**config.mk**
```make
export PLATFORM = sky130hd
export DESIGN_NAME = lnsu_log_cell
export DESIGN_NICKNAME = d
export VERILOG_FILES = /design/src/lnsu_pkg.sv /design/src/lnsu_log_cell.sv
export SDC_FILE = /design/constraint.sdc
export NUM_CORES = 2
export LEC_CHECK = 0
export BUFFER_PORTS_ARGS = -buffer_cell sky130_fd_sc_hd__buf_2
export CAP_MARGIN = 20
export CORE_UTILIZATION = 50
export DETAILED_ROUTE_END_ITERATION = 7
export PLACE_DENSITY = 0.68
export SYNTH_ARGS = -nofsm -noshare
export SYNTH_HDL_FRONTEND = slang
export SYNTH_SLANG_ARGS = --single-unit
```
**constraint.sdc**
```tcl
create_clock -name aclk -period 20.1 [get_ports aclk]
set_input_delay 0 -clock aclk [delete_from_list [all_inputs] [get_ports aclk]]
set_output_delay 0 -clock aclk [all_outputs]
set_load 0.1 [all_outputs]
```
**src/lnsu_pkg.sv**
```systemverilog
// Shared types and constants for the Laplace noise sampler.
// No dependencies; imported by every module of the block.
`timescale 1ns / 1ps

package lnsu_pkg;

    // Item field widths
    localparam int CENTER_W   = 32;
    localparam int DRAW_W     = 32;
    localparam int SCALE_W    = 32;
    localparam int OUT_W      = 48;

    // Uniform input width default (16..32)
    localparam int UNIFORM_BITS_DEF = 32;

    // Log unit geometry: Q1.31 mantissa, Q0.32 fraction, one bit per cell
    localparam int Y_W       = 32;
    localparam int F_W       = 32;
    localparam int LOG_STEPS = 32;
    localparam int EXP_W     = 5;
    localparam int D_W       = EXP_W + F_W;      // -log2 in Q5.32
    localparam int L_W       = D_W + 1;          // -ln after scaling by ln2
    localparam int NOISE_W   = L_W + 1;
    localparam int SUM_W     = OUT_W + 1;

    localparam logic [31:0]      LN2_Q32     = 32'hB172_17F8;
    localparam logic [SCALE_W-1:0] SCALE_RESET = 32'h0001_0000;
    localparam logic [OUT_W-1:0] OUT_MAX     = 48'h7FFF_FFFF_FFFF;
    localparam logic [OUT_W-1:0] OUT_MIN     = 48'h8000_0000_0000;

    // Sideband that rides along with each word
    typedef struct packed {
        logic                positive;   // u >= 1/2
        logic                zero;       // u == 0
        logic [EXP_W-1:0]    exp_pos;    // leading one position of m
        logic [CENTER_W-1:0] mean;
    } lnsu_side_t;

    // Word handed from cell to cell in the log chain
    typedef struct packed {
        logic [Y_W-1:0] y;
        logic [F_W-1:0] frac;
        lnsu_side_t     side;
    } lnsu_log_t;

endpackage

```
**src/lnsu_log_cell.sv**
```systemverilog
// One cell of the log2 chain: squares the mantissa and emits one fraction bit.
// Depends on lnsu_pkg. Cells are chained, one word per cycle while the output is not held.
`timescale 1ns / 1ps

module lnsu_log_cell
    import lnsu_pkg::*;
(
    input  logic      aclk,
    input  logic      aresetn,
    input  logic      in_valid,
    output logic      in_ready,
    input  lnsu_log_t in_data,
    output logic      out_valid,
    input  logic      out_ready,
    output lnsu_log_t out_data
);

    logic       valid_reg;
    lnsu_log_t  data_reg, data_next;

    logic [2*Y_W-1:0] sq;
    logic [Y_W:0]     sq_top;

    assign in_ready  = !valid_reg || out_ready;
    assign out_valid = valid_reg;
    assign out_data  = data_reg;

    // y <- y^2 in Q1.31; renormalize when it reaches 2.0
    always_comb begin
        sq     = 64'(in_data.y) * 64'(in_data.y);
        sq_top = sq[2*Y_W-1:Y_W-1];
        data_next      = in_data;
        data_next.y    = sq_top[Y_W] ? sq_top[Y_W:1] : sq_top[Y_W-1:0];
        data_next.frac = {in_data.frac[F_W-2:0], sq_top[Y_W]};
    end

    always_ff @(posedge aclk) begin
        if (!aresetn) begin
            valid_reg <= 1'b0;
        end else if (in_ready) begin
            valid_reg <= in_valid;
        end
        if (in_ready && in_valid) begin
            data_reg <= data_next;
        end
    end

    // Mantissa stays normalized in [1,2) unless the draw was zero
    assert property (@(posedge aclk) disable iff (!aresetn)
        valid_reg && !data_reg.side.zero |-> data_reg.y[Y_W-1])
        else $error("log cell mantissa lost normalization");

endmodule

```
# Word-level counts from Yosys, hierarchy flattened

Cells that the tools add are included.

Register bits: 104

Multipliers: 1
Muxes and demuxes: 1
Reduce and logical (&&, ||, !) cells: 3

Operators by type and width:

| cell                | count |
|---|---|
| $mul A32 B32 Y64    | 1 |
| $mux W31            | 1 |
| $logic_and A1 B1 Y1 | 1 |
| $logic_not A1 Y1    | 1 |
| $logic_or A1 B1 Y1  | 1 |

# Logic depth before layout (Yosys ltp)

Depth in word-level cells: 3
Depth in mapped cells: 30
Gate-level depth less buffers: 27

# Worst setup path after synthesis

Ideal clock, no wire load.

Kind: input to register
From: in in_data[94] (netlist bit)
To: reg data_reg (netlist bit out_data[71]), data pin
Data arrival time: 6,947 ps
Required time: 19,840 ps
Setup slack: 12,893 ps
Stages: 25
Cell sequence: clkbuf_1 -> clkbuf_1 -> nand2_1 -> fa_1 -> inv_1 -> fa_1 -> fa_1 -> inv_1 -> fa_1 -> inv_1 -> fa_1 -> fa_1 -> fa_1 -> fa_1 -> ha_1 -> and3_1 -> nand2_1 -> a2111oi_0 -> o31a_1 -> o31ai_2 -> a21o_2 -> a31o_4 -> nand2_2 -> buf_6 -> mux2_4

RTL lines:

| what                   | RTL line            | RTL |
|---|---|---|
| start: declaration     | lnsu_log_cell.sv:12 | `input lnsu_log_t in_data,` |
| end signal: assignment | lnsu_log_cell.sv:44 | `data_reg <= data_next;` |
| end: declaration       | lnsu_log_cell.sv:19 | `lnsu_log_t data_reg, data_next;` |

==> metrics.md <==
| Metric | Value |
|---|---|
| H-tree Lvls | `3` |
| Max-cap check violation count | `0` |
| Post-synth top flop | `edfxtp_1` |
| Worst Hold End | `out_data[53]` |
| Reg2Reg Depth | `3` |
| Netlist cell types | `between 60 and 70` |
| Avg WL per Cell | `18.6 um` |
| Layout area overhead | `8.42%` |
| Setup WS pre-CTS | `roughly 11 ns` |
| Setup repair after global routing missed its margin | `no` |
| Gr usage total | `25.7%` |
| Clock skew | `0.00910 ns` |
| Global-route wire length before repair | `~130 mm` |
| Outcome | `complete, no violations` |
| Max Freq | `112 MHz` |
| Fin nets | `around 4700` |
| R2R Path Start | `out_valid` |
| Setup CP Type | `in -> reg` |
| Cell count after synthesis | `3311` |
| Final worst slack | `11.13 ns` |
| Net Count, Synth | `between 4000 and 5000` |
| DRT iter0 DRCs | `1406` |
| Total congestion overflow | `0` |
| Critical path peak fanout | `30` |
| Vias in the first global route | `24800` |
| Die W | `258 um` |
| Gpl congestion | `roughly 0.90` |
| Max stage delay cell, worst path | `nand2_2` |
| Sequential fraction of the synthesis area | `9.49%` |
| Root buf cell | `clkbuf_16` |
| Core Rows | `93` |
| Pins over their slew limit | `0` |
| Hold Buf Count CTS | `72` |
| Levels on crit path | `26` |
| Die H | `258 um` |
| Critical Path End Type | `register` |
| IO Pins | `212` |
| Worst skew pair latency | `0.34 ns` |
| DRT antenna net count | `0` |
| Critical Path AT | `9.05 ns` |
| Hold path start | `in_valid` |
| Worst setup SP type | `primary input` |
| Reg2reg setup slack | `18.03 ns` |
| Setup Viol. Count Final | `0` |
| Vias | `22400` |
| Post-CTS setup buffers | `0` |
| CTS Buf Count | `9` |
| Largest net degree at the start of global routing | `86` |
| Sink Count | `roughly 100` |
| Synthesis Warnings | `0` |
| Minimum clock period | `8.97 ns` |
| Reg clk slew, reported paths | `0.07 ns` |
| Critical path data required time | `a little over 20 ns` |
| Crit path buf inv count | `7` |
| Slew headroom | `approximately 28%` |
| Clock Tree Buf Depth | `2` |
| Mapped cell area | `~33000 um2` |
| Cell family with most CP delay | `adder cells` |
| Layout fillers | `5787` |
| Iteration count of the initial detailed-routing pass | `5` |
| Number of synthesized flops with an enable pin | `103` |
| Worst-Margin Slew | `1.09 ns` |
| Most frequent cells in the layout | `984 x inv_1, 791 x fa_1, 300 x ha_1, 298 x nand2_1, 229 x and2_1` |
| Crit share post-route | `44.6%` |
| #FFs+latches synth | `104` |
| Core ar. | `64700 um2` |
| Cell mode on critical path | `fa_1` |
| Routed WL | `81.2 mm` |
| Total Neg Setup Slack | `0 ns` |
| Starting Density | `50.7%` |
| Worst Hold Class | `in -> reg` |
| CTS tree | `yes` |
| Synthesized area per cell | `9.91 um2` |
| Drc violations | `0` |
| Initial antenna violation count | `1` |
| Ys async rst share | `0%` |
| Layout cell share with drive strength beyond 1 | `8.46%` |
| HPWL Detailed | `63.3 mm` |
| Vias/cell | `just over 5` |
| Die footprint | `66600 um2` |
| Post_cts resized | `0` |
| Final hold viol count | `0` |
| Max incr delay on CP | `0.73 ns` |
| Port bufs | `between 200 and 250` |
| Worst Hold Depth | `2` |
| Commonest non-fill, non-tap cell in the layout | `inv_1` |
| FF-to-FF End | `out_data[26]` |
## layout make-up
| class | instances | area, um2 | share of cell area, % |
|---|---|---|---|
| Multi-Input combinational cell | 2102 | 25500 | 71.7 |
| Inverter | 985 | 3700 | 10.4 |
| Sequential cell | 104 | 3110 | 8.75 |
| Timing Repair Buffer | 302 | 1920 | 5.40 |
| Tap cell | 855 | 1070 | 3.01 |
| Clock buffer | 12 | 236 | 0.665 |
| Clock inverter | 4 | 21.3 | 0.0598 |
| Antenna cell | 3 | 7.51 | 0.0211 |
## per-layer routing
| metal | up-vias | track usage, % | wire length (um) |
|---|---|---|---|
| met4 | 0 | 5.57 | 1870 |
| met1 | 11600 | 33.7 | 32900 |
| met3 | 110 | 3.05 | 4360 |
| met2 | 593 | 45.5 | 42000 |
| met5 | - | 0 | 0 |
| li1 | 10100 | - | - |
## sequential cells by signal, summed over array words and instances, names as in the netlist
name / cells
out_data: 103
out_valid: 1
## cell families (layout without fill, tap and decap cells)
family / Yosys count / after routing / synth area share [%]
AOI/OAI and AO/OA: 232 / 232 / 4.74
xor gates and xnor gates: 78 / 78 / 2.08
adders and majority gates: 1091 / 1091 / 59.7
buffers and inverters: 1105 / 1303 / 12.8
DFF: 104 / 104 / 9.49
muxes: 28 / 28 / 1.15
other: 0 / 3 / 0
and+or+nand+nor: 673 / 673 / 10.1
## worst reg2reg max path: cells and delay by family (launching register included)
| family | cells | cell delay (ns) |
|---|---|---|
| flops | 1 | 0.31 |
| buf+inv | 1 | 0.88 |
| simple gates | 2 | 0.46 |
## per-stage QoR
step	std cells	util, %	hold WS [ns]	cell area (um2)
2_1_floorplan	3311	-	0.0989	32800
3_3_place_gp	4276	53.5	0.176	34600
3_5_place_dp	4276	53.5	0.178	34600
4_1_cts	4364	55.0	0.167	35600
5_1_grt	4365	55.0	0.179	35600
6_report	4367	55.0	0.176	35600
## synthesized netlist by cell type, types with 2 or more instances
library cell / number / share of area, %
mux2i_1: 8 / 0.24
a211oi_2: 3 / 0.11
and4_1: 2 / 0.053
xnor2_1: 37 / 0.99
a21oi_1: 73 / 1.1
a31oi_1: 10 / 0.19
nand2b_1: 7 / 0.13
or3_1: 2 / 0.038
buf_6: 3 / 0.10
o2111ai_1: 6 / 0.16
or2_2: 6 / 0.11
o31ai_1: 5 / 0.11
nand4_1: 16 / 0.31
a31o_2: 11 / 0.29
a41oi_1: 4 / 0.11
nor2_1: 66 / 0.76
o211ai_1: 6 / 0.14
a21o_1: 29 / 0.66
o21ai_1: 3 / 0.046
nand2_1: 298 / 3.4
nand3_1: 13 / 0.20
and3_1: 8 / 0.15
fa_1: 791 / 48
inv_1: 984 / 11
a211oi_1: 5 / 0.11
clkbuf_1: 106 / 1.2
o21bai_1: 13 / 0.30
o31a_1: 5 / 0.13
and2_1: 230 / 4.4
buf_4: 4 / 0.092
nor3_1: 9 / 0.14
edfxtp_1: 103 / 9.4
o21a_1: 5 / 0.11
nor2b_1: 6 / 0.11
ha_1: 300 / 11
buf_2: 7 / 0.11
nand2_2: 2 / 0.038
o311ai_1: 4 / 0.11
o21ai_0: 34 / 0.52
xor2_1: 41 / 1.1
mux2_4: 19 / 0.87
## how the worst max path moves through the flow
stage           startpoint      endpoint  slack (ns)
2_1_floorplan  in_data[94]  out_data[71]       12.89
3_3_place_gp   in_data[87]  out_data[85]       10.92
3_5_place_dp   in_data[87]  out_data[83]       10.91
4_1_cts        in_data[87]  out_data[83]       11.26
5_1_grt        in_data[87]  out_data[84]       10.86
6_report       in_data[87]  out_data[85]       11.13
Power is left out: the tool's default activity adds up to more than one toggle a clock period on the data nets, which glitch-free logic cannot reach.
