## src/lnsu_pkg.sv

```systemverilog
// Shared types and constants for the Laplace noise sampler.
// No dependencies; imported by every module of the block.
`timescale 1ns / 1ps

package lnsu_pkg;

    // Item field widths
    localparam int CENTER_W   = 32;
    localparam int DRAW_W     = 32;
    localparam int SCALE_W    = 32;
    localparam int OUT_W      = 48;

    // Uniform input width default (16..32)
    localparam int UNIFORM_BITS_DEF = 32;

    // Log unit geometry: Q1.31 mantissa, Q0.32 fraction, one bit per cell
    localparam int Y_W       = 32;
    localparam int F_W       = 32;
    localparam int LOG_STEPS = 32;
    localparam int EXP_W     = 5;
    localparam int D_W       = EXP_W + F_W;      // -log2 in Q5.32
    localparam int L_W       = D_W + 1;          // -ln after scaling by ln2
    localparam int NOISE_W   = L_W + 1;
    localparam int SUM_W     = OUT_W + 1;

    localparam logic [31:0]      LN2_Q32     = 32'hB172_17F8;
    localparam logic [SCALE_W-1:0] SCALE_RESET = 32'h0001_0000;
    localparam logic [OUT_W-1:0] OUT_MAX     = 48'h7FFF_FFFF_FFFF;
    localparam logic [OUT_W-1:0] OUT_MIN     = 48'h8000_0000_0000;

    // Sideband that rides along with each word
    typedef struct packed {
        logic                positive;   // u >= 1/2
        logic                zero;       // u == 0
        logic [EXP_W-1:0]    exp_pos;    // leading one position of m
        logic [CENTER_W-1:0] mean;
    } lnsu_side_t;

    // Word handed from cell to cell in the log chain
    typedef struct packed {
        logic [Y_W-1:0] y;
        logic [F_W-1:0] frac;
        lnsu_side_t     side;
    } lnsu_log_t;

endpackage

```

## src/lnsu_back.sv

```systemverilog
// Back end: log2 -> ln, times the scale, plus or minus the mean, clamp to 48 bits.
// Depends on lnsu_pkg. Six stages; the last one is the output register.
`timescale 1ns / 1ps

module lnsu_back
    import lnsu_pkg::*;
#(
    parameter int UNIFORM_BITS = UNIFORM_BITS_DEF
) (
    input  logic               aclk,
    input  logic               aresetn,
    input  logic [SCALE_W-1:0] noise_scale,
    input  logic               in_valid,
    output logic               in_ready,
    input  lnsu_log_t          in_data,
    output logic               out_valid,
    input  logic               out_ready,
    output logic [OUT_W-1:0]   noisy_sample,
    output logic               saturated
);

    localparam int NST = 6;

    logic [NST-1:0] valid_reg;
    logic [NST:0]   rdy;

    lnsu_side_t side_reg [NST-1];

    logic [D_W-1:0]          d_reg, d_next;
    logic [2*F_W-1:0]        ln_lo_reg, ln_lo_next;
    logic [D_W-1:0]          ln_hi_reg, ln_hi_next;
    logic [L_W-1:0]          l_reg, l_next;
    logic [2*SCALE_W-1:0]    sc_lo_reg, sc_lo_next;
    logic [L_W-1:0]          sc_hi_reg, sc_hi_next;
    logic [NOISE_W-1:0]      noise_reg, noise_next;
    logic [OUT_W-1:0]        sample_reg, sample_next;
    logic                    sat_reg, sat_next;

    logic [EXP_W-1:0]        int_part;
    logic [SUM_W-1:0]        mean_ext, noise_ext, sum;

    always_comb begin
        rdy[NST] = out_ready;
        for (int k = NST - 1; k >= 0; k--) begin
            rdy[k] = !valid_reg[k] || rdy[k+1];
        end
    end

    assign in_ready     = rdy[0];
    assign out_valid    = valid_reg[NST-1];
    assign noisy_sample = sample_reg;
    assign saturated    = sat_reg;

    // D = (U-1-p) - log2(y) in Q5.32
    always_comb begin
        int_part = EXP_W'(UNIFORM_BITS - 1) - in_data.side.exp_pos;
        d_next   = {int_part, {F_W{1'b0}}} - {{EXP_W{1'b0}}, in_data.frac};
    end

    // Times ln 2, split into high and low parts
    always_comb begin
        ln_lo_next = 64'(d_reg[F_W-1:0]) * 64'(LN2_Q32);
        ln_hi_next = D_W'(d_reg[D_W-1:F_W]) * D_W'(LN2_Q32);
        l_next     = L_W'(ln_hi_reg) + L_W'(ln_lo_reg[2*F_W-1:F_W]);
    end

    // Times the scale, same split
    always_comb begin
        sc_lo_next = 64'(l_reg[F_W-1:0]) * 64'(noise_scale);
        sc_hi_next = L_W'(l_reg[L_W-1:F_W]) * L_W'(noise_scale);
        noise_next = NOISE_W'(sc_hi_reg) + NOISE_W'(sc_lo_reg[2*SCALE_W-1:SCALE_W]);
    end

    // Add to the mean and clamp
    always_comb begin
        mean_ext  = {{(SUM_W - CENTER_W){side_reg[4].mean[CENTER_W-1]}}, side_reg[4].mean};
        noise_ext = {{(SUM_W - NOISE_W){1'b0}}, noise_reg};
        sum       = side_reg[4].positive ? mean_ext + noise_ext : mean_ext - noise_ext;
        if (side_reg[4].zero) begin
            sample_next = OUT_MIN;
            sat_next    = 1'b1;
        end else if (sum[SUM_W-1] != sum[SUM_W-2]) begin
            sample_next = sum[SUM_W-1] ? OUT_MIN : OUT_MAX;
            sat_next    = 1'b1;
        end else begin
            sample_next = sum[OUT_W-1:0];
            sat_next    = 1'b0;
        end
    end

    always_ff @(posedge aclk) begin
        if (!aresetn) begin
            valid_reg <= '0;
        end else begin
            if (rdy[0]) valid_reg[0] <= in_valid;
            for (int k = 1; k < NST; k++) begin
                if (rdy[k]) valid_reg[k] <= valid_reg[k-1];
            end
        end
        if (rdy[0] && in_valid) begin
            d_reg       <= d_next;
            side_reg[0] <= in_data.side;
        end
        if (rdy[1] && valid_reg[0]) begin
            ln_lo_reg   <= ln_lo_next;
            ln_hi_reg   <= ln_hi_next;
            side_reg[1] <= side_reg[0];
        end
        if (rdy[2] && valid_reg[1]) begin
            l_reg       <= l_next;
            side_reg[2] <= side_reg[1];
        end
        if (rdy[3] && valid_reg[2]) begin
            sc_lo_reg   <= sc_lo_next;
            sc_hi_reg   <= sc_hi_next;
            side_reg[3] <= side_reg[2];
        end
        if (rdy[4] && valid_reg[3]) begin
            noise_reg   <= noise_next;
            side_reg[4] <= side_reg[3];
        end
        if (rdy[5] && valid_reg[4]) begin
            sample_reg <= sample_next;
            sat_reg    <= sat_next;
        end
    end

endmodule

```

## config.mk

```make
export PLATFORM = sky130hd
export DESIGN_NAME = lnsu_back
export DESIGN_NICKNAME = d
export VERILOG_FILES = /design/src/lnsu_pkg.sv /design/src/lnsu_back.sv
export SDC_FILE = /design/constraint.sdc
export NUM_CORES = 2
export LEC_CHECK = 0
export BUFFER_PORTS_ARGS = -buffer_cell sky130_fd_sc_hd__buf_2
export CORE_UTILIZATION = 40
export DETAILED_ROUTE_END_ITERATION = 16
export GPL_TIMING_DRIVEN = 0
export PLACE_DENSITY = 0.56
export RECOVER_POWER = 25
export SLEW_MARGIN = 20
export SYNTH_ARGS = -nofsm -noshare
export SYNTH_HDL_FRONTEND = slang
export SYNTH_SLANG_ARGS = --single-unit
```

## constraint.sdc

```tcl
create_clock -name aclk -period 14.5 [get_ports aclk]
set_clock_uncertainty 0.1 [all_clocks]
set_input_delay 2.175 -clock aclk [delete_from_list [all_inputs] [get_ports aclk]]
set_output_delay 2.175 -clock aclk [all_outputs]
set_load 0.1 [all_outputs]
```

After elaboration in Yosys (flattened, before gate mapping)
Memories as Yosys holds them, arrays and structs flattened.
Index checks and enable logic that the tools add are counted.
{"block": "word_totals", "ramBits": 195, "elab_cells": 59, "ff_bits": 366, "in_bits": 139, "memories": 1}
{"block": "op_classes", "n_reduce_logical": 18, "eq_ne": 1, "n_mux": 14, "mul": 4, "add_sub_neg": 6}
{"memory": "side_reg", "words": 5, "width": 39, "read_ports": 5, "rd_clocked_by_memory_dff": 0, "write_ports": 5, "line": "lnsu_back.sv:27", "text": "lnsu_side_t side_reg [NST-1];"}
{"cell": "2-to-1 mux 48 bit", "n": 2}
{"cell": "multiplier 32 x 32 -> 64 bit", "n": 1}
{"cell": "multiplier 32 x 29 -> 61 bit, second input constant", "n": 1}
{"cell": "2-to-1 mux 49 bit", "n": 1}
{"cell": "adder 32 x 40 -> 41 bit", "n": 1}
{"cell": "subtractor 32 x 40 -> 41 bit", "n": 1}
{"cell": "adder 38 x 32 -> 39 bit", "n": 1}
{"cell": "adder 37 x 32 -> 38 bit", "n": 1}
{"cell": "multiplier 6 x 32 -> 38 bit", "n": 1}
{"cell": "subtractor 37 x 32 -> 37 bit", "n": 1}
{"cell": "multiplier 5 x 29 -> 34 bit, second input constant", "n": 1}
{"cell": "2-to-1 mux 1 bit", "n": 11}
{"cell": "logical AND 1 bit", "n": 6}
{"cell": "zero test 1 bit", "n": 6}
{"cell": "logical OR 1 bit", "n": 6}
{"cell": "subtractor 5 bit, first input constant", "n": 1}
{"cell": "inequality test 1 bit", "n": 1}

Logic depth before layout (Yosys ltp)
{"block": "depth", "word_depth": 10, "mapped_depth": 30}

Worst setup path before layout
No wires, ideal clock.
{"block": "synth_timing", "path_kind": "input -> register", "start": "input port out_ready", "end": "register ln_hi_reg[10] (enable)", "n_path_buf": 1, "slack_ps": 3706, "stages": 5, "arrival_time_ps": 9982, "cell_sequence": "nor2b_1 and2_1 and3_1 clkbuf_1 a21boi_0"}
{"block": "synth_between", "elab_chain_cells": 6}
{"item": "start, declared", "line": "lnsu_back.sv:17", "text": "input logic out_ready,"}
{"item": "logical OR 1 bit (5 in series)", "line": "lnsu_back.sv:45", "text": "rdy[k] = !valid_reg[k] || rdy[k+1];"}
{"item": "logical AND 1 bit", "line": "lnsu_back.sv:104", "text": "if (rdy[1] && valid_reg[0]) begin"}
{"item": "end signal, assigned", "line": "lnsu_back.sv:106", "text": "ln_hi_reg <= ln_hi_next;"}
{"item": "end, declared", "line": "lnsu_back.sv:31", "text": "logic [D_W-1:0] ln_hi_reg, ln_hi_next;"}
No other way between the ends.
A chain may end at the register's enable or synchronous reset.

Worst setup path in the final report
{"block": "layout_timing", "start": "input port noise_scale[24]", "end": "register sc_lo_reg[62], data pin"}
{"block": "layout_between", "elab_chain_cells": 1}
{"item": "start, declared", "line": "lnsu_back.sv:12", "text": "input logic [SCALE_W-1:0] noise_scale,"}
{"item": "multiplier 32 x 32 -> 64 bit", "line": "lnsu_back.sv:69", "text": "sc_lo_next = 64'(l_reg[F_W-1:0]) * 64'(noise_scale);"}
{"item": "named net sc_lo_next[62]", "line": "lnsu_back.sv:33", "text": "logic [2*SCALE_W-1:0] sc_lo_reg, sc_lo_next;"}
{"item": "end signal, assigned", "line": "lnsu_back.sv:114", "text": "sc_lo_reg <= sc_lo_next;"}
{"item": "end, declared", "line": "lnsu_back.sv:33"}
The timed path passes the listed nets, and every way through them passes these cells.

==> qor.txt <==
Die X-Extent: 440 um
CP top delay family: adder cells
critical path's slowest cell: nor4_1
Commonest cells post-synth: inv_1 (1690), fa_1 (1399), ha_1 (788)
Fin. Hold Viols: 0
share of post-route cells with drive strength above 1: 0.0362
Final nets: 10200
Gate Count Post-Synth: 7634
number of flops mapped to enable cells by yosys: 463
sequential cell area: 0.0140 mm^2
Total Wirelength: 246000 um
pin count of the biggest net entering global routing: 29
htree depth: 2
max FFs per register: 170
syn_area_per_cell: 10.0 um^2
Iter 0 DRT Violations: 4790
CP startpoint kind: primary input
CTS tree: built
Rel. slew slack: -0.0393
Starting Density: 0.403
syn nets: 9960
Post-CTS Setup Inserts: 0
adder-cell share of the synthesized area: 0.494
Synth area leader: fa_1
cell mode on critical path: fa_1
I/O pins: 190
initial antenna violation count: 37
worst-margin pin slew: 1.56 ns
Mapped Area: 0.0767 mm^2
largest family of logic cells by synthesized area: adder cells
wire length per cell: 23.6 um
Crit Path Max Fanout: 10
first-pass GRT wire length: 365000 um
main area contributors after synthesis: fa_1 (37%), edfxtp_1 (18%), ha_1 (13%)
Core ar.: 0.190 mm^2
compound-cell area share of the yosys netlist: 0.0685
Max Cap Viol: 2
worst path required time: 14.82 ns
Rows: 160
Fill cells: 18400
Area growth syn-to-layout: 8.03%
hold_ws: 0.287 ns
DIE HEIGHT: 440 um
routability cong.: 1.02
total track usage: 0.258
Multi-input gate area: 0.0552 mm^2
Final ANT Viol Nets: 0
mux share of post-synthesis cell area: 0.00124
Fmax: 73.0 MHz
Post-Synth XOR/XNOR Area: 0.0319
DRC Markers: 0
die area: 0.193 mm^2
status: complete, but fails checks
failing checks: max-capacitance violations, max-slew violations
# setup viols final: 0
TritonCTS Buffers: 52
post-CTS sizing: 0
Slew Limit Fails: 17
insertion delay to the later sink of the worst-skew pair: 0.65 ns
Synth top area share: 0.365
Final period util: 0.944
Root Driver: clkbuf_16
post-DP HPWL: 206000 um
simple-gate portion of the synthesized area: 0.124
Setup TNS Final: 0 ns
Min Clock Period, post-route: 13.69 ns
vias in the first global route: 56800
unrepaired setup endpoints after global routing: false
clk buf depth: 3
library cells used by synthesis: 77
clock slew at reported path FFs: 0.06 ns
most frequent cell after synthesis: inv_1
dominant synthesized flop cell: edfxtp_1
GRT Residual Overflow: 0
max incr delay on CP: 1.00 ns
TritonCTS Sinks: 469
Min-Delay Path Class: reg -> reg
Worst Path Buf+Inv: 5
vias: 54400
first-pass iteration count of the detailed router: 8
yosys warns: 0
sequential share of the synthesized area: 0.183
Worst setup EP type: register
hold buffers post-CTS: 0
CP arrival: 14.02 ns
drt via density: 5.22
Synth Register Bits: 469
number of port buffers: 126
CP Class: in -> reg
R2R setup slack: 2.29 ns
crit-path cells: clkbuf_1 > clkbuf_1 > nand2_1 > fa_1 > inv_1 > fa_1 > inv_1 > fa_1 > inv_1 > fa_1 > fa_1 > fa_1 > fa_1 > fa_1 > ha_1 > nand4_1 > nor4_1 > nand3_1 > a31oi_1 > nand2_1 > o311ai_0 > a21boi_0 > o221ai_1 > xor2_1
FFs w/ async S/R, synth: 0
-- logic make-up (layout without fill, tap and decap cells) --
logic type	after synthesis	count (layout)
AND/OR/NAND/NOR	1889	1889
buffers and inverters	1985	2228
adder cells (fa/ha/maj)	2187	2187
XOR/XNOR	279	279
multiplexers	9	9
AO/OA/AOI/OAI	816	816
other	0	26
flip-flops	469	469
-- worst reg2reg max path, cell delays in order (launching register included) --
cell and delay [ns]:
edfxtp_1 0.81, buf_1 0.94, nand2_1 0.19, fa_1 0.56, inv_1 0.10, fa_1 0.50, inv_1 0.05, fa_1 0.47
fa_1 0.56, inv_1 0.06, fa_1 0.48, fa_1 0.69, fa_1 0.48, fa_1 0.51, ha_1 0.55, nand4_1 0.27
nor4_1 1.00, nand3_1 0.24, a31oi_1 0.88, nand2_1 0.43, o311ai_0 0.94, a21boi_0 0.55, o221ai_1 0.33, xor2_1 0.30
-- area by class of cell --
type,instances,share of cell area
multi-input combinational,5180,0.667
tap,2511,0.0379
clock inverter,41,0.00547
clock buffer,55,0.0159
antenna,26,0.000786
inverter,1690,0.0766
sequential,469,0.169
timing repair buffer,147,0.0133
buffer,295,0.0139
-- worst paths after layout --
check | start | endpoint | depth (start not counted)
setup / recovery | noise_scale[24] | sc_lo_reg[62]$_DFFE_PP_ | 24
hold / removal | side_reg[0][143]$_DFFE_PP_ | side_reg[0][182]$_DFFE_PP_ | 0
setup reg to reg | l_reg[28]$_DFFE_PP_ | sc_lo_reg[62]$_DFFE_PP_ | 23
hold reg to reg | side_reg[0][143]$_DFFE_PP_ | side_reg[0][182]$_DFFE_PP_ | 0
-- metrics by stage --
step            util  instance area (um^2)  setup WS, ns  std cells
2_1_floorplan      -                 76700          3.71       7634
6_report       0.435                 82800         0.807      10400
3_5_place_dp   0.426                 81000         0.386      10300
5_1_grt        0.435                 82800         0.930      10400
4_1_cts        0.435                 82800          1.07      10400
3_3_place_gp   0.423                 80400        0.0577      10300
-- metal layers --
metal,track usage,vias to the layer above,part of all wire
li1,-,24200,-
met1,0.341,27700,0.41
met2,0.415,2009,0.46
met3,0.0521,426,0.082
met4,0.0990,6,0.043
met5,0,-,0.00011
-- placed cells by master (no fill, tap or decap), types with 14 or more instances in the layout --
cell type | Yosys | layout
clkbuf_1 | 281 | 277
nor2b_1 | 40 | 38
a31oi_1 | 32 | 31
and3_1 | 35 | 35
clkbuf_2 | 0 | 17
a211oi_1 | 25 | 25
o21ai_0 | 132 | 131
o21bai_1 | 30 | 30
diode_2 | 0 | 26
o211ai_1 | 19 | 19
clkbuf_16 | 0 | 52
fa_1 | 1399 | 1399
nor2_1 | 189 | 189
nand4_1 | 41 | 41
inv_1 | 1690 | 1690
nand2b_1 | 33 | 33
nand2_1 | 730 | 730
nand3_1 | 57 | 57
a21oi_1 | 261 | 261
and2_1 | 628 | 626
a21o_1 | 156 | 156
xnor2_1 | 169 | 169
buf_2 | 0 | 117
ha_1 | 788 | 788
nor3_1 | 58 | 58
o31ai_1 | 14 | 14
xor2_1 | 110 | 109
edfxtp_1 | 463 | 463
o21a_1 | 36 | 36
Power is not shown: default switching activity piles up to over one toggle a cycle in this logic, so the estimate is an artifact.
