<file path="config.mk">
export PLATFORM = sky130hd
export DESIGN_NAME = lnsu_front
export DESIGN_NICKNAME = d
export VERILOG_FILES = /design/src/lnsu_pkg.sv /design/src/lnsu_front.sv
export SDC_FILE = /design/constraint.sdc
export NUM_CORES = 1
export LEC_CHECK = 0
export ABC_AREA = 1
export BUFFER_PORTS_ARGS = -buffer_cell sky130_fd_sc_hd__buf_2
export CAP_MARGIN = 0
export CELL_PAD_IN_SITES_DETAIL_PLACEMENT = 1
export CELL_PAD_IN_SITES_GLOBAL_PLACEMENT = 2
export CORE_MARGIN = 3
export CORE_UTILIZATION = 39
export DETAILED_ROUTE_END_ITERATION = 8
export HOLD_SLACK_MARGIN = 0.03
export PLACE_DENSITY = 0.94
export SLEW_MARGIN = 40
export SYNTH_ARGS = -nofsm -noshare
export SYNTH_HDL_FRONTEND = slang
export SYNTH_SLANG_ARGS = --single-unit
export TNS_END_PERCENT = 5
</file>
<file path="constraint.sdc">
create_clock -name aclk -period 13.7 [get_ports aclk]
set_input_delay 0 -clock aclk [delete_from_list [all_inputs] [get_ports aclk]]
set_output_delay 0 -clock aclk [all_outputs]
set_load 0.03 [all_outputs]
</file>
<file path="src/lnsu_pkg.sv">
// Shared types and constants for the Laplace noise sampler.
// No dependencies; imported by every module of the block.
`timescale 1ns / 1ps

package lnsu_pkg;

    // Item field widths
    localparam int CENTER_W   = 32;
    localparam int DRAW_W     = 32;
    localparam int SCALE_W    = 32;
    localparam int OUT_W      = 48;

    // Uniform input width default (16..32)
    localparam int UNIFORM_BITS_DEF = 32;

    // Log unit geometry: Q1.31 mantissa, Q0.32 fraction, one bit per cell
    localparam int Y_W       = 32;
    localparam int F_W       = 32;
    localparam int LOG_STEPS = 32;
    localparam int EXP_W     = 5;
    localparam int D_W       = EXP_W + F_W;      // -log2 in Q5.32
    localparam int L_W       = D_W + 1;          // -ln after scaling by ln2
    localparam int NOISE_W   = L_W + 1;
    localparam int SUM_W     = OUT_W + 1;

    localparam logic [31:0]      LN2_Q32     = 32'hB172_17F8;
    localparam logic [SCALE_W-1:0] SCALE_RESET = 32'h0001_0000;
    localparam logic [OUT_W-1:0] OUT_MAX     = 48'h7FFF_FFFF_FFFF;
    localparam logic [OUT_W-1:0] OUT_MIN     = 48'h8000_0000_0000;

    // Sideband that rides along with each word
    typedef struct packed {
        logic                positive;   // u >= 1/2
        logic                zero;       // u == 0
        logic [EXP_W-1:0]    exp_pos;    // leading one position of m
        logic [CENTER_W-1:0] mean;
    } lnsu_side_t;

    // Word handed from cell to cell in the log chain
    typedef struct packed {
        logic [Y_W-1:0] y;
        logic [F_W-1:0] frac;
        lnsu_side_t     side;
    } lnsu_log_t;

endpackage

</file>
<file path="src/lnsu_front.sv">
// Front end: folds u into m = 1 - 2|r| (scaled), finds its leading one, normalizes.
// Depends on lnsu_pkg. Three stages with bubble-collapsing handshake.
`timescale 1ns / 1ps

module lnsu_front
    import lnsu_pkg::*;
#(
    parameter int UNIFORM_BITS = UNIFORM_BITS_DEF
) (
    input  logic                aclk,
    input  logic                aresetn,
    input  logic                in_valid,
    output logic                in_ready,
    input  logic [CENTER_W-1:0] center_value,
    input  logic [DRAW_W-1:0]   uniform_draw,
    output logic                out_valid,
    input  logic                out_ready,
    output lnsu_log_t           out_data
);

    localparam int NST = 3;

    logic [NST-1:0] valid_reg;
    logic [NST:0]   rdy;

    logic [UNIFORM_BITS-1:0] m1_reg, m1_next;
    logic [UNIFORM_BITS-1:0] m2_reg;
    lnsu_side_t              side1_reg, side1_next;
    lnsu_side_t              side2_reg, side2_next;
    lnsu_log_t               out_reg, out_next;

    logic [UNIFORM_BITS-1:0] u;
    logic [UNIFORM_BITS:0]   m_flip;
    logic [EXP_W-1:0]        lead;
    logic [Y_W-1:0]          m_wide;

    // Ready chain: a stage takes a word when empty or when it moves on
    always_comb begin
        rdy[NST] = out_ready;
        for (int k = NST - 1; k >= 0; k--) begin
            rdy[k] = !valid_reg[k] || rdy[k+1];
        end
    end

    assign in_ready  = rdy[0];
    assign out_valid = valid_reg[NST-1];
    assign out_data  = out_reg;

    // Stage 1: mirror the upper half of u
    always_comb begin
        u      = uniform_draw[UNIFORM_BITS-1:0];
        m_flip = {1'b1, {UNIFORM_BITS{1'b0}}} - {1'b0, u};
        side1_next.positive = u[UNIFORM_BITS-1];
        side1_next.zero     = (u == '0);
        side1_next.exp_pos  = '0;
        side1_next.mean     = center_value;
        m1_next = u[UNIFORM_BITS-1] ? m_flip[UNIFORM_BITS-1:0] : u;
    end

    // Stage 2: leading one of m
    always_comb begin
        lead = '0;
        for (int i = 0; i < UNIFORM_BITS; i++) begin
            if (m1_reg[i]) begin
                lead = EXP_W'(i);
            end
        end
        side2_next         = side1_reg;
        side2_next.exp_pos = lead;
    end

    // Stage 3: shift m up to Q1.31
    always_comb begin
        m_wide        = Y_W'(m2_reg);
        out_next.y    = m_wide << (EXP_W'(Y_W - 1) - side2_reg.exp_pos);
        out_next.frac = '0;
        out_next.side = side2_reg;
    end

    always_ff @(posedge aclk) begin
        if (!aresetn) begin
            valid_reg <= '0;
        end else begin
            if (rdy[0]) valid_reg[0] <= in_valid;
            if (rdy[1]) valid_reg[1] <= valid_reg[0];
            if (rdy[2]) valid_reg[2] <= valid_reg[1];
        end
        if (rdy[0] && in_valid) begin
            m1_reg    <= m1_next;
            side1_reg <= side1_next;
        end
        if (rdy[1] && valid_reg[0]) begin
            m2_reg    <= m1_reg;
            side2_reg <= side2_next;
        end
        if (rdy[2] && valid_reg[1]) begin
            out_reg <= out_next;
        end
    end

endmodule

</file>
## Yosys cells after proc, flatten, opt, wreduce, memory -nomap -nowiden

Cells that the tools add are included.

- Bits in registers: 211
- Latch bits: 0
- RAM bits: 0
- ROM bits: 0
- Bits of input ports: 68
- Output and inout bits: 105
- Memories kept: 0

- $add $sub $neg: 2
- Multipliers: 0
- Divide/modulo/power cells: 0
- Magnitude comparators: 0
- Eq/ne operators: 0
- Shift operators: 1
- Multiplexer cells: 31
- Bitwise logic cells: 0
- Reductions and logical operators: 14

Operators with widths:

| operator | number |
|---|---|
| two-way mux 5 bit | 14 |
| zero test 32 bit | 1 |
| two-way mux 4 bit | 8 |
| left shift 32 x 5 -> 32 bit | 1 |
| subtractor 1 x 32 -> 32 bit (first input constant) | 1 |
| two-way mux 31 bit | 1 |
| OR reduction 16 bit | 1 |
| two-way mux 3 bit | 4 |
| OR reduction 8 bit | 1 |
| subtractor 5 bit (first input constant) | 1 |
| two-way mux 2 bit | 2 |
| OR reduction 4 bit | 1 |
| logical AND 1 bit | 3 |
| zero test 1 bit | 3 |
| logical OR 1 bit | 3 |
| two-way mux 1 bit | 2 |
| OR reduction 2 bit | 1 |

## Longest topological paths before layout

Gate-level depths: netlist (run 1).

- Word-level depth: 30
- Depth in mapped cells: 29
- Gate-level depth less buffers: 29

## Least setup slack after synthesis (run 1)

Ideal clock, no wire load.

- Path type: register to register
- Start: register valid_reg[2]
- End: register out_reg (netlist bit out_data[0]) (enable)
- Setup time: 0.523 ns
- Data arrival time: 3.923 ns
- Data required time: 13.177 ns
- Path slack: 9.253 ns
- Stages on the path, launching flop included: 2
- Buffers on the path: 0
- Cells stage by stage: dfxtp_1 -> a21oi_1

- Word-level cells in the longest chain between the ends: 3

RTL lines:

| item | line | text |
|---|---|---|
| start: declaration | lnsu_front.sv:23 | `logic [NST-1:0] valid_reg;` |
| start signal: assignment | lnsu_front.sv:86 | `if (rdy[2]) valid_reg[2] <= valid_reg[1];` |
| zero test 1 bit | lnsu_front.sv:41 | `rdy[k] = !valid_reg[k] \|\| rdy[k+1];` |
| logical OR 1 bit | lnsu_front.sv:41 |  |
| logical AND 1 bit | lnsu_front.sv:96 | `if (rdy[2] && valid_reg[1]) begin` |
| end signal: assignment | lnsu_front.sv:97 | `out_reg <= out_next;` |
| end: declaration | lnsu_front.sv:30 | `lnsu_log_t out_reg, out_next;` |

No other way between the ends.
A chain may end at the register's enable or synchronous reset.

==> flow_summary.json, run 1 <==
{
  "outcome": "complete, no violations",
  "grt_pass1_vias": 6577,
  "post_cts_buffers": 0,
  "async_flop_share_pct": 0,
  "vias": 6417,
  "fill_cells": 2502,
  "synth_seq_area_share_pct": 68.5,
  "wire_per_inst_um": 16.0,
  "num-nets-final": 1088,
  "finalCriticalPeriod_ns": 3.27,
  "synth_common_cells": "208 x edfxtp_1, 176 x nand2_1, 73 x o21ai_0",
  "power.density_nw_per_um2": 128,
  "final_max_slew_viol_count": 0,
  "dp_slack_ns": 11.31,
  "critPathLaunch": "uniform_draw[0]",
  "synth_compound_area_share_pct": 7.15,
  "drtIter0Drc": 343,
  "post_dp_cell_area_um2": 10100,
  "avgSynthCellArea_um2": 11.5,
  "ios": 173,
  "gr-total-overflow": 0,
  "drt_first_pass_iters": 5,
  "drv_cap": 0,
  "rows": 55,
  "insertedDiodeCount": 0,
  "critPathLaunchType": "input pin",
  "cp.required_ns": 14.08,
  "synth_adder_area_share_pct": 0.136,
  "die_w_um": 160,
  "fin_area_um2": 11700,
  "layout-drive-gt1-share_pct": 19.6,
  "syn_to_final_growth_pct": 26.8,
  "netlist_instances": 797,
  "hold_violations": 0,
  "arrival_ns": 3.65,
  "synth_xor_area_share_pct": 2.76,
  "critPathMaxStageDelay_ns": 0.60,
  "largest_reg_flops": 71,
  "rsz0062_at_grt": "false",
  "yosys-top-cells-area": "edfxtp_1 68%, nand2_1 7.2%, o21ai_0 4.0%",
  "leakage_nw": 4.72,
  "yosys_warnings": 0,
  "synth_cell_types": 38,
  "synth_area_um2": 9200,
  "max_freq_mhz": 306,
  "clock-skew-final_ns": 0.00914,
  "worstMarginPinSlew_ns": 0.749,
  "slew_headroom_pct": 49.8,
  "timing.final.ws_setup_ns": 10.43,
  "die_h_um": 160,
  "wirelength_mm": 21.5,
  "synthFlopType": "edfxtp_1",
  "cts_sinks": 211,
  "ctsHtreeMaxLevel": 1,
  "grt_max_degree": 72,
  "holdWs_ns": 0.203,
  "slowest_stage": "dlygate4sd3_1",
  "cts_root_buffer": "clkbuf_16",
  "synthSimpleGateAreaFrac_pct": 13.5,
  "die_area_um2": 25500,
  "cts-buffers-inserted": 22,
  "finalCritPeriodShare_pct": 23.9,
  "grtUsageTotal_pct": 16.5,
  "port_buffers": 140,
  "setup_viol": 0,
  "synthMuxAreaShare_pct": 1.09,
  "clk_latency_ns": 0.51,
  "drcViolationCount": 0,
  "cts.repair.resized": 0,
  "grt_pass1_wl_mm": 34.3,
  "critPathKind": "in -> reg",
  "cp-end-kind": "flip-flop",
  "antenna_found_initial": 0,
  "ant_nets": 0,
  "synth_top_family_by_area": "simple AND/OR/NAND/NOR gates",
  "coreArea_um2": 22900,
  "synth_area_leader_cell": "edfxtp_1",
  "netlist.area_leader.share_pct": 67.9,
  "cts_hold_buffers": 84,
  "irDropWorstVdd_mv": 0.106,
  "via_per_inst": 4.77,
  "start_util_pct": 40.2,
  "yosysMostFrequentCell": "edfxtp_1",
  "synth-seq-cells": 211,
  "min-delay-start": "center_value[27]",
  "routabilityCongestion": 0.849,
  "cts_tree": "built",
  "hold_path.class": "in -> reg",
  "ctsLongestPathBuffers": 3,
  "hpwl_mm": 15.1,
  "crit_path_frequent_cell": "dlygate4sd3_1",
  "path_clk_slew_ns": 0.06,
  "worstPathCellList": "dlygate4sd3_1 > buf_2 > inv_1 > ha_1 > inv_1 > nor4_2 > nand2_1 > nor3_2 > nand2_2 > nor3_4 > nand4_2 > nor4_4 > dlygate4sd3_1 > nand2_2 > nor3_1 > dlygate4sd3_1",
  "synth_edf_count": 208,
  "finalSetupTns_ns": 0,
  "worstReg2RegStart": "out_next[33]",
  "crit_fanout": 4
}
where the power goes:
part / switching (W) / internal, W / leakage (nW)
logic: 0.0000962 / 0.0000533 / 2.40
clock network: 0.000231 / 0.000351 / 0.341
registers: 0.0000140 / 0.000748 / 1.98
critical path, delay by kind of cell:
family | cells | cell delay (ns)
and+or+nand+nor | 9 | 1.46
adders and majority gates | 1 | 0.15
buffers and inverters | 6 | 2.02
cell usage in the layout (no fill, tap or decap), types with 2 or more instances in the layout:
cell,netlist,routed
or2_2,3,3
buf_6,0,3
nor3_1,6,6
clkbuf_1,24,5
buf_2,2,140
clkbuf_16,0,22
nor2_1,53,53
clkinv_2,0,2
o31ai_1,3,3
conb_1,1,32
edfxtp_1,208,208
nor3_2,2,2
nand2_2,4,4
nor4_1,4,4
o21ai_0,73,73
mux2i_1,10,10
inv_1,66,61
bufinv_16,0,3
nor3_4,2,2
xor2_1,15,15
a21oi_1,27,26
nor4_2,2,2
xnor2_1,14,14
o22ai_1,4,4
a31oi_1,5,5
dfxtp_1,3,3
o21ai_1,2,2
inv_2,4,8
buf_4,32,4
nand3_1,30,30
dlygate4sd3_1,0,84
a22oi_1,5,5
nand2_1,176,176
o211ai_1,3,3
clkinv_1,1,6
area by class of cell:
class / count / area, um^2 / share of cell area (%)
Clock buffer: 27 / 569 / 4.88
Clock inverter: 11 / 139 / 1.19
Inverter: 71 / 267 / 2.28
Multi-Input combinational cell: 482 / 2390 / 20.5
Sequential cell: 211 / 6310 / 54.0
Tap cell: 313 / 392 / 3.36
Timing Repair Buffer: 231 / 1610 / 13.8
final timing paths:
| check | endpoint | slack (ns) | depth (start not counted) |
|---|---|---|---|
| setup / recovery | side1_reg[37] | 10.43 | 16 |
| hold / removal | side1_reg[27] | 0.20 | 2 |
| setup reg to reg | out_data[95] | 10.99 | 6 |
| hold reg to reg | out_next[4] | 0.42 | 0 |
cell families after synthesis:
| group | Yosys count |
|---|---|
| AOI/OAI and AO/OA | 123 |
| xor gates and xnor gates | 29 |
| adders and majority gates | 1 |
| buffers and inverters | 135 |
| DFF | 211 |
| muxes | 10 |
| other | 1 |
| and+or+nand+nor | 287 |
metal layers:
| layer | GRT usage [%] | wire length [um] | vias to the layer above | share of wire [%] |
|---|---|---|---|---|
| met5 | 0 | 0 | - | 0 |
| met4 | 5.25 | 556 | 0 | 2.6 |
| met3 | 2.41 | 1040 | 42 | 4.9 |
| met2 | 29.2 | 10800 | 185 | 50 |
| met1 | 20.8 | 9070 | 3074 | 42 |
| li1 | - | - | 3116 | - |
per-stage QoR:
| stage | power, W | std cells | utilization [%] |
|---|---|---|---|
| after floorplan | 0.000865 | 828 | - |
| after global placement | 0.000896 | 1224 | 44.1 |
| after detailed placement | 0.000904 | 1224 | 44.1 |
| after CTS | 0.00151 | 1346 | 50.9 |
| after global routing | 0.00155 | 1346 | 50.9 |
| final | 0.00149 | 1346 | 50.9 |
(Power assumes the default switching activity.)
==> run 2, diff against run 1 <==
--- a/config.mk
+++ b/config.mk
@@ -5,16 +5,16 @@
 export SDC_FILE = /design/constraint.sdc
 export NUM_CORES = 1
 export LEC_CHECK = 0
-export ABC_AREA = 1
+export ABC_AREA = 0
 export BUFFER_PORTS_ARGS = -buffer_cell sky130_fd_sc_hd__buf_2
 export CAP_MARGIN = 0
 export CELL_PAD_IN_SITES_DETAIL_PLACEMENT = 1
 export CELL_PAD_IN_SITES_GLOBAL_PLACEMENT = 2
 export CORE_MARGIN = 3
-export CORE_UTILIZATION = 39
+export CORE_UTILIZATION = 35
 export DETAILED_ROUTE_END_ITERATION = 8
 export HOLD_SLACK_MARGIN = 0.03
-export PLACE_DENSITY = 0.94
+export PLACE_DENSITY = 0.85
 export SLEW_MARGIN = 40
 export SYNTH_ARGS = -nofsm -noshare
 export SYNTH_HDL_FRONTEND = slang
==> constraint.sdc (replaced) <==
create_clock -name aclk -period 2.81 [get_ports aclk]
set_input_delay 0 -clock aclk [delete_from_list [all_inputs] [get_ports aclk]]
set_output_delay 0 -clock aclk [all_outputs]
set_load 0.03 [all_outputs]
==> run 2 against run 1 <==
Critical path depth fell by 8. Synthesized cell count fell by 22%. Sequential cell count is the same. Register-to-register slack worse by 11 ns. First-iteration DRC count down 3.8%. Worst hold slack worse by 0.0071 ns.
==> flow_summary.json, run 2 <==
{
  "die_w_um": 168,
  "drt_first_pass_iters": 4,
  "critPathKind": "in -> reg",
  "cts.repair.resized": 0,
  "final_max_slew_viol_count": 0,
  "ios": 173,
  "cts_tree": "built",
  "cp_top_family": "buffers and inverters",
  "worstMarginPinSlew_ns": 0.764,
  "fill_cells": 2663,
  "netlist_instances": 620,
  "crit_path_frequent_cell": "dlygate4sd3_1",
  "critPathLaunchType": "input pin",
  "met1_usage_pct": 20.0,
  "p_clk_share_pct": 38.8,
  "grt_max_degree": 72,
  "synth_cell_types": 57,
  "leakage_nw": 4.35,
  "layout-drive-gt1-share_pct": 27.3,
  "yosys-top-cells-area": "edfxtp_1 68%, mux4_2 4.1%, buf_4 2.8%",
  "hpwl_mm": 15.5,
  "largest_reg_flops": 71,
  "yosysMostFrequentCell": "edfxtp_1",
  "busiest_layer": "met2",
  "yosys_warnings": 0,
  "path_clk_slew_ns": 0.06,
  "critPathMaxStageDelay_ns": 0.56,
  "drtIter0Drc": 330,
  "switchingPower_w": 0.00172,
  "regArea_um2": 6310,
  "crit_fanout": 7,
  "cp.buffers_inverters": 3,
  "coreArea_um2": 25500,
  "insertedDiodeCount": 0,
  "netlist.area_leader.share_pct": 67.7,
  "worstPathCellList": "dlygate4sd3_1 > buf_2 > or4_1 > nor2_1 > nand4_2 > o41ai_1 > xnor2_1 > dlygate4sd3_1",
  "via_per_inst": 4.96,
  "setup_viol": 0,
  "finalCriticalPeriod_ns": 2.55,
  "clock-skew-final_ns": 0.0135,
  "grtUsageTotal_pct": 15.4,
  "num-nets-final": 928,
  "synth_area_leader_cell": "edfxtp_1",
  "start_util_pct": 36.1,
  "wirelength_mm": 22.1,
  "fin_area_um2": 11800,
  "cp-end-kind": "flip-flop",
  "finalCritPeriodShare_pct": 90.7,
  "seqPwrFrac_pct": 51.1,
  "die_area_um2": 28300,
  "synth_seq_area_share_pct": 68.3,
  "ant_nets": 0,
  "multi_input_area_um2": 2690,
  "synthFlopType": "edfxtp_1",
  "synth-seq-cells": 211,
  "drcViolationCount": 0,
  "syn_to_final_growth_pct": 28.4,
  "clk_latency_ns": 0.52,
  "internal-power_w": 0.00572,
  "hold_path.class": "in -> reg",
  "finalSetupTns_ns": 0,
  "mostFrequentLayoutCell": "edfxtp_1",
  "cp.required_ns": 3.07,
  "cts_hold_buffers": 80,
  "slew_headroom_pct": 49.0,
  "die_h_um": 168,
  "arrival_ns": 2.80,
  "p_comb_share_pct": 10.2,
  "slowest_stage": "or4_1",
  "final_cell_mix": "208 x edfxtp_1, 140 x buf_2, 80 x dlygate4sd3_1",
  "grt_pass1_vias": 6253,
  "drv_cap": 0,
  "use_met3_pct": 2.09,
  "vias": 5967,
  "synth_area_um2": 9230,
  "grt_pass1_wl_mm": 35.1,
  "cts_sinks": 211,
  "switching_share_pct": 23.1,
  "ctsLongestPathBuffers": 3,
  "cts_root_buffer": "clkbuf_16",
  "antenna_found_initial": 0,
  "synth_edf_count": 208,
  "post_cts_buffers": 0,
  "cts-buffers-inserted": 22,
  "routabilityCongestion": 0.837,
  "post_dp_cell_area_um2": 10300,
  "hold_violations": 0,
  "wire_per_inst_um": 18.4,
  "rows": 58,
  "power.density_nw_per_um2": 628,
  "port_buffers": 140,
  "avgSynthCellArea_um2": 14.9,
  "irDropWorstVdd_mv": 0.406,
  "rsz0062_at_grt": "false",
  "gr-total-overflow": 0,
  "synth_common_cells": "208 x edfxtp_1, 46 x nand2_1, 39 x nor2_1",
  "max_freq_mhz": 392,
  "ctsHtreeMaxLevel": 1,
  "reg2reg_setup_slack_ns": 0.38,
  "outcome": "complete, no violations",
  "gr-usage-met2_pct": 27.3,
  "async_flop_share_pct": 0
}
==> run 2: cell count changes in the layout (fill, tap and decap cells not counted), moves of 14 or more <==
| cell | change |
|---|---|
| xnor2_1 | +15 |
| mux2_2 | +19 |
| o21ai_0 | -48 |
| nor2_1 | -14 |
| mux4_2 | +17 |
| inv_1 | -50 |
| xor2_1 | -15 |
| nand2_1 | -130 |
==> run 2: worst register-to-register path, delay by kind of cell (launching register included) <==
family | cells | cell delay, ns
AOI/OAI and AO/OA | 1 | 0.25
and+or+nand+nor | 1 | 0.12
DFF | 1 | 0.60
buffers and inverters | 1 | 0.28
muxes | 3 | 0.92
==> run 2: cell type report <==
cell class	count	area share, %
Tap cell	330	3.49
Inverter	14	0.444
Multi-Input combinational cell	374	22.7
Clock buffer	24	4.71
Clock inverter	13	1.38
Timing Repair Buffer	236	14.0
Sequential cell	211	53.2
==> run 2: cells by family after synthesis <==
family / synth area share (%)
xor gates and xnor gates: 2.75
buffers and inverters: 4.11
AOI/OAI and AO/OA: 7.81
muxes: 8.75
and+or+nand+nor: 8.07
adders and majority gates: 0.136
DFF: 68.3
other: 0.0406
==> run 2: final timing paths <==
| kind | end | cells after the start | startpoint |
|---|---|---|---|
| worst max register to register | out_data[97] | 6 | out_next[32] |
| worst min-delay path | side1_reg[28] | 2 | center_value[28] |
| worst max-delay path | m1_reg[20] | 8 | uniform_draw[3] |
| worst min register to register | out_data[14] | 0 | out_next[14] |
==> run 2: power groups by stage <==
stage / clock [W] / sequential, W / combinational (W)
final: 0.00289 / 0.00380 / 0.000756
after floorplan: 0 / 0.00388 / 0.000419
after CTS: 0.00296 / 0.00380 / 0.000757
after global routing: 0.00312 / 0.00382 / 0.000822
after global placement: 0 / 0.00385 / 0.000641
after detailed placement: 0 / 0.00387 / 0.000655
==> run 2: per-layer routing <==
layer	vias up	routed length, um
li1	2824	-
met1	2936	9340
met2	171	11200
met3	36	1030
met4	0	474
met5	-	0
==> run 2: metrics by stage <==
stage | total power [W] | hold slack [ns] | utilization, % | worst slack (ns) | instances
after floorplan | 0.00430 | 0.0989 | - | -0.162 | 651
after global placement | 0.00450 | 0.177 | 40.4 | 0.397 | 1085
after detailed placement | 0.00452 | 0.179 | 40.4 | 0.403 | 1085
after CTS | 0.00752 | 0.179 | 46.4 | 0.260 | 1202
after global routing | 0.00777 | 0.185 | 46.4 | 0.0954 | 1202
final | 0.00744 | 0.196 | 46.4 | 0.262 | 1202
==> run 3, diff against run 2 <==
--- a/config.mk
+++ b/config.mk
@@ -10,11 +10,13 @@
 export CAP_MARGIN = 0
 export CELL_PAD_IN_SITES_DETAIL_PLACEMENT = 1
 export CELL_PAD_IN_SITES_GLOBAL_PLACEMENT = 2
+export CORE_ASPECT_RATIO = 1.25
 export CORE_MARGIN = 3
-export CORE_UTILIZATION = 35
+export CORE_UTILIZATION = 25
+export CTS_CLUSTER_DIAMETER = 120
 export DETAILED_ROUTE_END_ITERATION = 8
 export HOLD_SLACK_MARGIN = 0.03
-export PLACE_DENSITY = 0.85
+export PLACE_DENSITY = 0.67
 export SLEW_MARGIN = 40
 export SYNTH_ARGS = -nofsm -noshare
 export SYNTH_HDL_FRONTEND = slang
==> run 3 against run 2 <==
Register-to-register slack better by 0.09 ns. Routed wire length up 6.7%. Die area up 39%. Via count down 1.4%. Setup slack worse by 0.062 ns. Combinational power up 0.9%. Non-clock buffer count up 2. Design area up 1.1%. Core utilization down 13 points. Power down 2.3%. Critical endpoint unchanged. Largest cell class unchanged.
==> flow_summary.json, run 3 (synthesis gave the netlist of run 2 again) <==
{
  "largest_reg_flops": 71,
  "cts_tree": "built",
  "r2r_end": "out_data[97]",
  "die_w_um": 178,
  "switching_share_pct": 23.4,
  "rsz0062_at_grt": "false",
  "clock-skew-final_ns": 0.0203,
  "hold_path.class": "in -> reg",
  "crit_path_frequent_cell": "dlygate4sd3_1",
  "drv_cap": 0,
  "grtUsageTotal_pct": 11.9,
  "routabilityCongestion": 0.804,
  "power.density_nw_per_um2": 608,
  "reg2reg_depth": 6,
  "fin_area_um2": 12000,
  "die_h_um": 221,
  "final_max_slew_viol_count": 0,
  "antenna_found_initial": 0,
  "hpwl_mm": 17.2,
  "grt_max_degree": 72,
  "finalCritPeriodShare_pct": 92.9,
  "ios": 173,
  "internal-power_w": 0.00557,
  "insertedDiodeCount": 0,
  "cts_root_buffer": "clkbuf_16",
  "cp-end-kind": "flip-flop",
  "placed_cells": 1237,
  "timing.final.ws_setup_ns": 0.200,
  "gr-total-overflow": 0,
  "syn_to_final_growth_pct": 29.7,
  "worstPathCellList": "dlygate4sd3_1 > buf_2 > or4_1 > nor2_1 > nand4_2 > o41ai_1 > xnor2_1 > dlygate4sd3_1",
  "via_per_inst": 4.35,
  "leakage_nw": 4.32,
  "num-nets-final": 929,
  "coreArea_um2": 36400,
  "start_util_pct": 25.3,
  "wire_per_inst_um": 17.4,
  "grt_pass1_wl_mm": 36.8,
  "hold_violations": 0,
  "vias": 5884,
  "finalNonFillerCells": 1354,
  "post_dp_cell_area_um2": 10500,
  "cp.required_ns": 3.06,
  "ant_nets": 0,
  "drt_first_pass_iters": 5,
  "worstReg2RegStart": "out_next[32]",
  "arrival_ns": 2.86,
  "grt_pass1_vias": 6251,
  "busiest_layer": "met2",
  "drtIter0Drc": 378,
  "p_comb_share_pct": 10.5,
  "fill_cells": 3913,
  "use_met3_pct": 1.69,
  "setup_viol": 0,
  "worstMarginPinSlew_ns": 0.773,
  "met1_usage_pct": 14.5,
  "critPathLaunchType": "input pin",
  "dp_slack_ns": 0.513,
  "layout-drive-gt1-share_pct": 27.6,
  "finalSetupTns_ns": 0,
  "p_clk_share_pct": 37.3,
  "switchingPower_w": 0.00170,
  "irDropWorstVdd_mv": 0.286,
  "post_cts_buffers": 0,
  "outcome": "complete, no violations",
  "clk_latency_ns": 0.50,
  "drcViolationCount": 0,
  "final_cell_mix": "208 x edfxtp_1, 140 x buf_2, 80 x dlygate4sd3_1",
  "worstSetupEndpoint": "m1_reg[20]",
  "ctsHtreeMaxLevel": 1,
  "path_clk_slew_ns": 0.06,
  "critPathMaxStageDelay_ns": 0.59,
  "cts-buffers-inserted": 21,
  "crit_fanout": 7,
  "finalCriticalPeriod_ns": 2.61,
  "port_buffers": 140,
  "ctsLongestPathBuffers": 3,
  "critPathKind": "in -> reg",
  "mostFrequentLayoutCell": "edfxtp_1",
  "reg2reg_setup_slack_ns": 0.47,
  "seqPwrFrac_pct": 52.2,
  "cts_sinks": 211,
  "rows": 78,
  "wirelength_mm": 23.6,
  "gr-usage-met2_pct": 21.6,
  "die_area_um2": 39300,
  "slew_headroom_pct": 48.3,
  "critPathLaunch": "uniform_draw[11]",
  "slowest_stage": "or4_1",
  "max_freq_mhz": 383
}
[run 3: cell types whose count changed in the layout (fill, tap and decap cells not counted), sizes merged]
cell / before / now
buf: 156 / 158
clkinvlp: 0 / 2
bufinv: 3 / 2
clkbuf: 24 / 25
clkinv: 10 / 9
inv: 14 / 13
[run 3: timing repair]
action,in CTS,in global routing
resized for setup,0,1
hold buffers,80,0
hold endpoints to repair,68,0
endpoints found under the setup margin,0,1
[run 3: area by class of cell]
cell class              instances  area, um^2  share of cell area [%]
clock inverters                12         120                    1.00
flip-flops and latches        211        6310                    52.7
well taps                     480         601                    5.02
repair buffers                238        1650                    13.8
inverters                      14        52.6                   0.439
clock buffers                  25         541                    4.52
multi-input cells             374        2700                    22.5
[run 3: worst min-delay path by stage]
| stage | endpoint | startpoint | cells after the start |
|---|---|---|---|
| after floorplan | m1_reg[0] | uniform_draw[0] | 0 |
| after global placement | side1_reg[2] | center_value[2] | 1 |
| after detailed placement | side1_reg[15] | center_value[15] | 1 |
| after CTS | side1_reg[38] | uniform_draw[31] | 1 |
| after global routing | side1_reg[38] | uniform_draw[31] | 1 |
| final | side1_reg[38] | uniform_draw[31] | 1 |
[run 3: critical path: cells and delay by family]
family / cells / cell delay [ns]
xor gates and xnor gates: 1 / 0.12
AOI/OAI and AO/OA: 1 / 0.39
buffers and inverters: 3 / 1.24
and+or+nand+nor: 3 / 1.12
[run 3: per-stage QoR]
step                      hold WS (ns)  utilization (%)  power, W
after floorplan                 0.0989                -   0.00430
after global placement           0.178             28.8   0.00452
after detailed placement         0.179             28.9   0.00453
after CTS                       0.0431             32.9   0.00737
after global routing            0.0797             32.9   0.00760
final                           0.0685             32.9   0.00727
[run 3: power by group through the flow]
stage,sequential (W),clock [W],combinational [W]
2_1_floorplan,0.00388,0,0.000419
3_3_place_gp,0.00386,0,0.000659
3_5_place_dp,0.00387,0,0.000665
4_1_cts,0.00380,0.00280,0.000769
5_1_grt,0.00382,0.00295,0.000836
6_report,0.00380,0.00271,0.000763
[run 3: layer usage]
| metal | wire length (um) | up-vias | share of wire [%] |
|---|---|---|---|
| li1 | - | 2820 | - |
| met1 | 9730 | 2883 | 41 |
| met2 | 12400 | 148 | 52 |
| met3 | 905 | 33 | 3.8 |
| met4 | 580 | 0 | 2.5 |
| met5 | 0 | - | 0 |
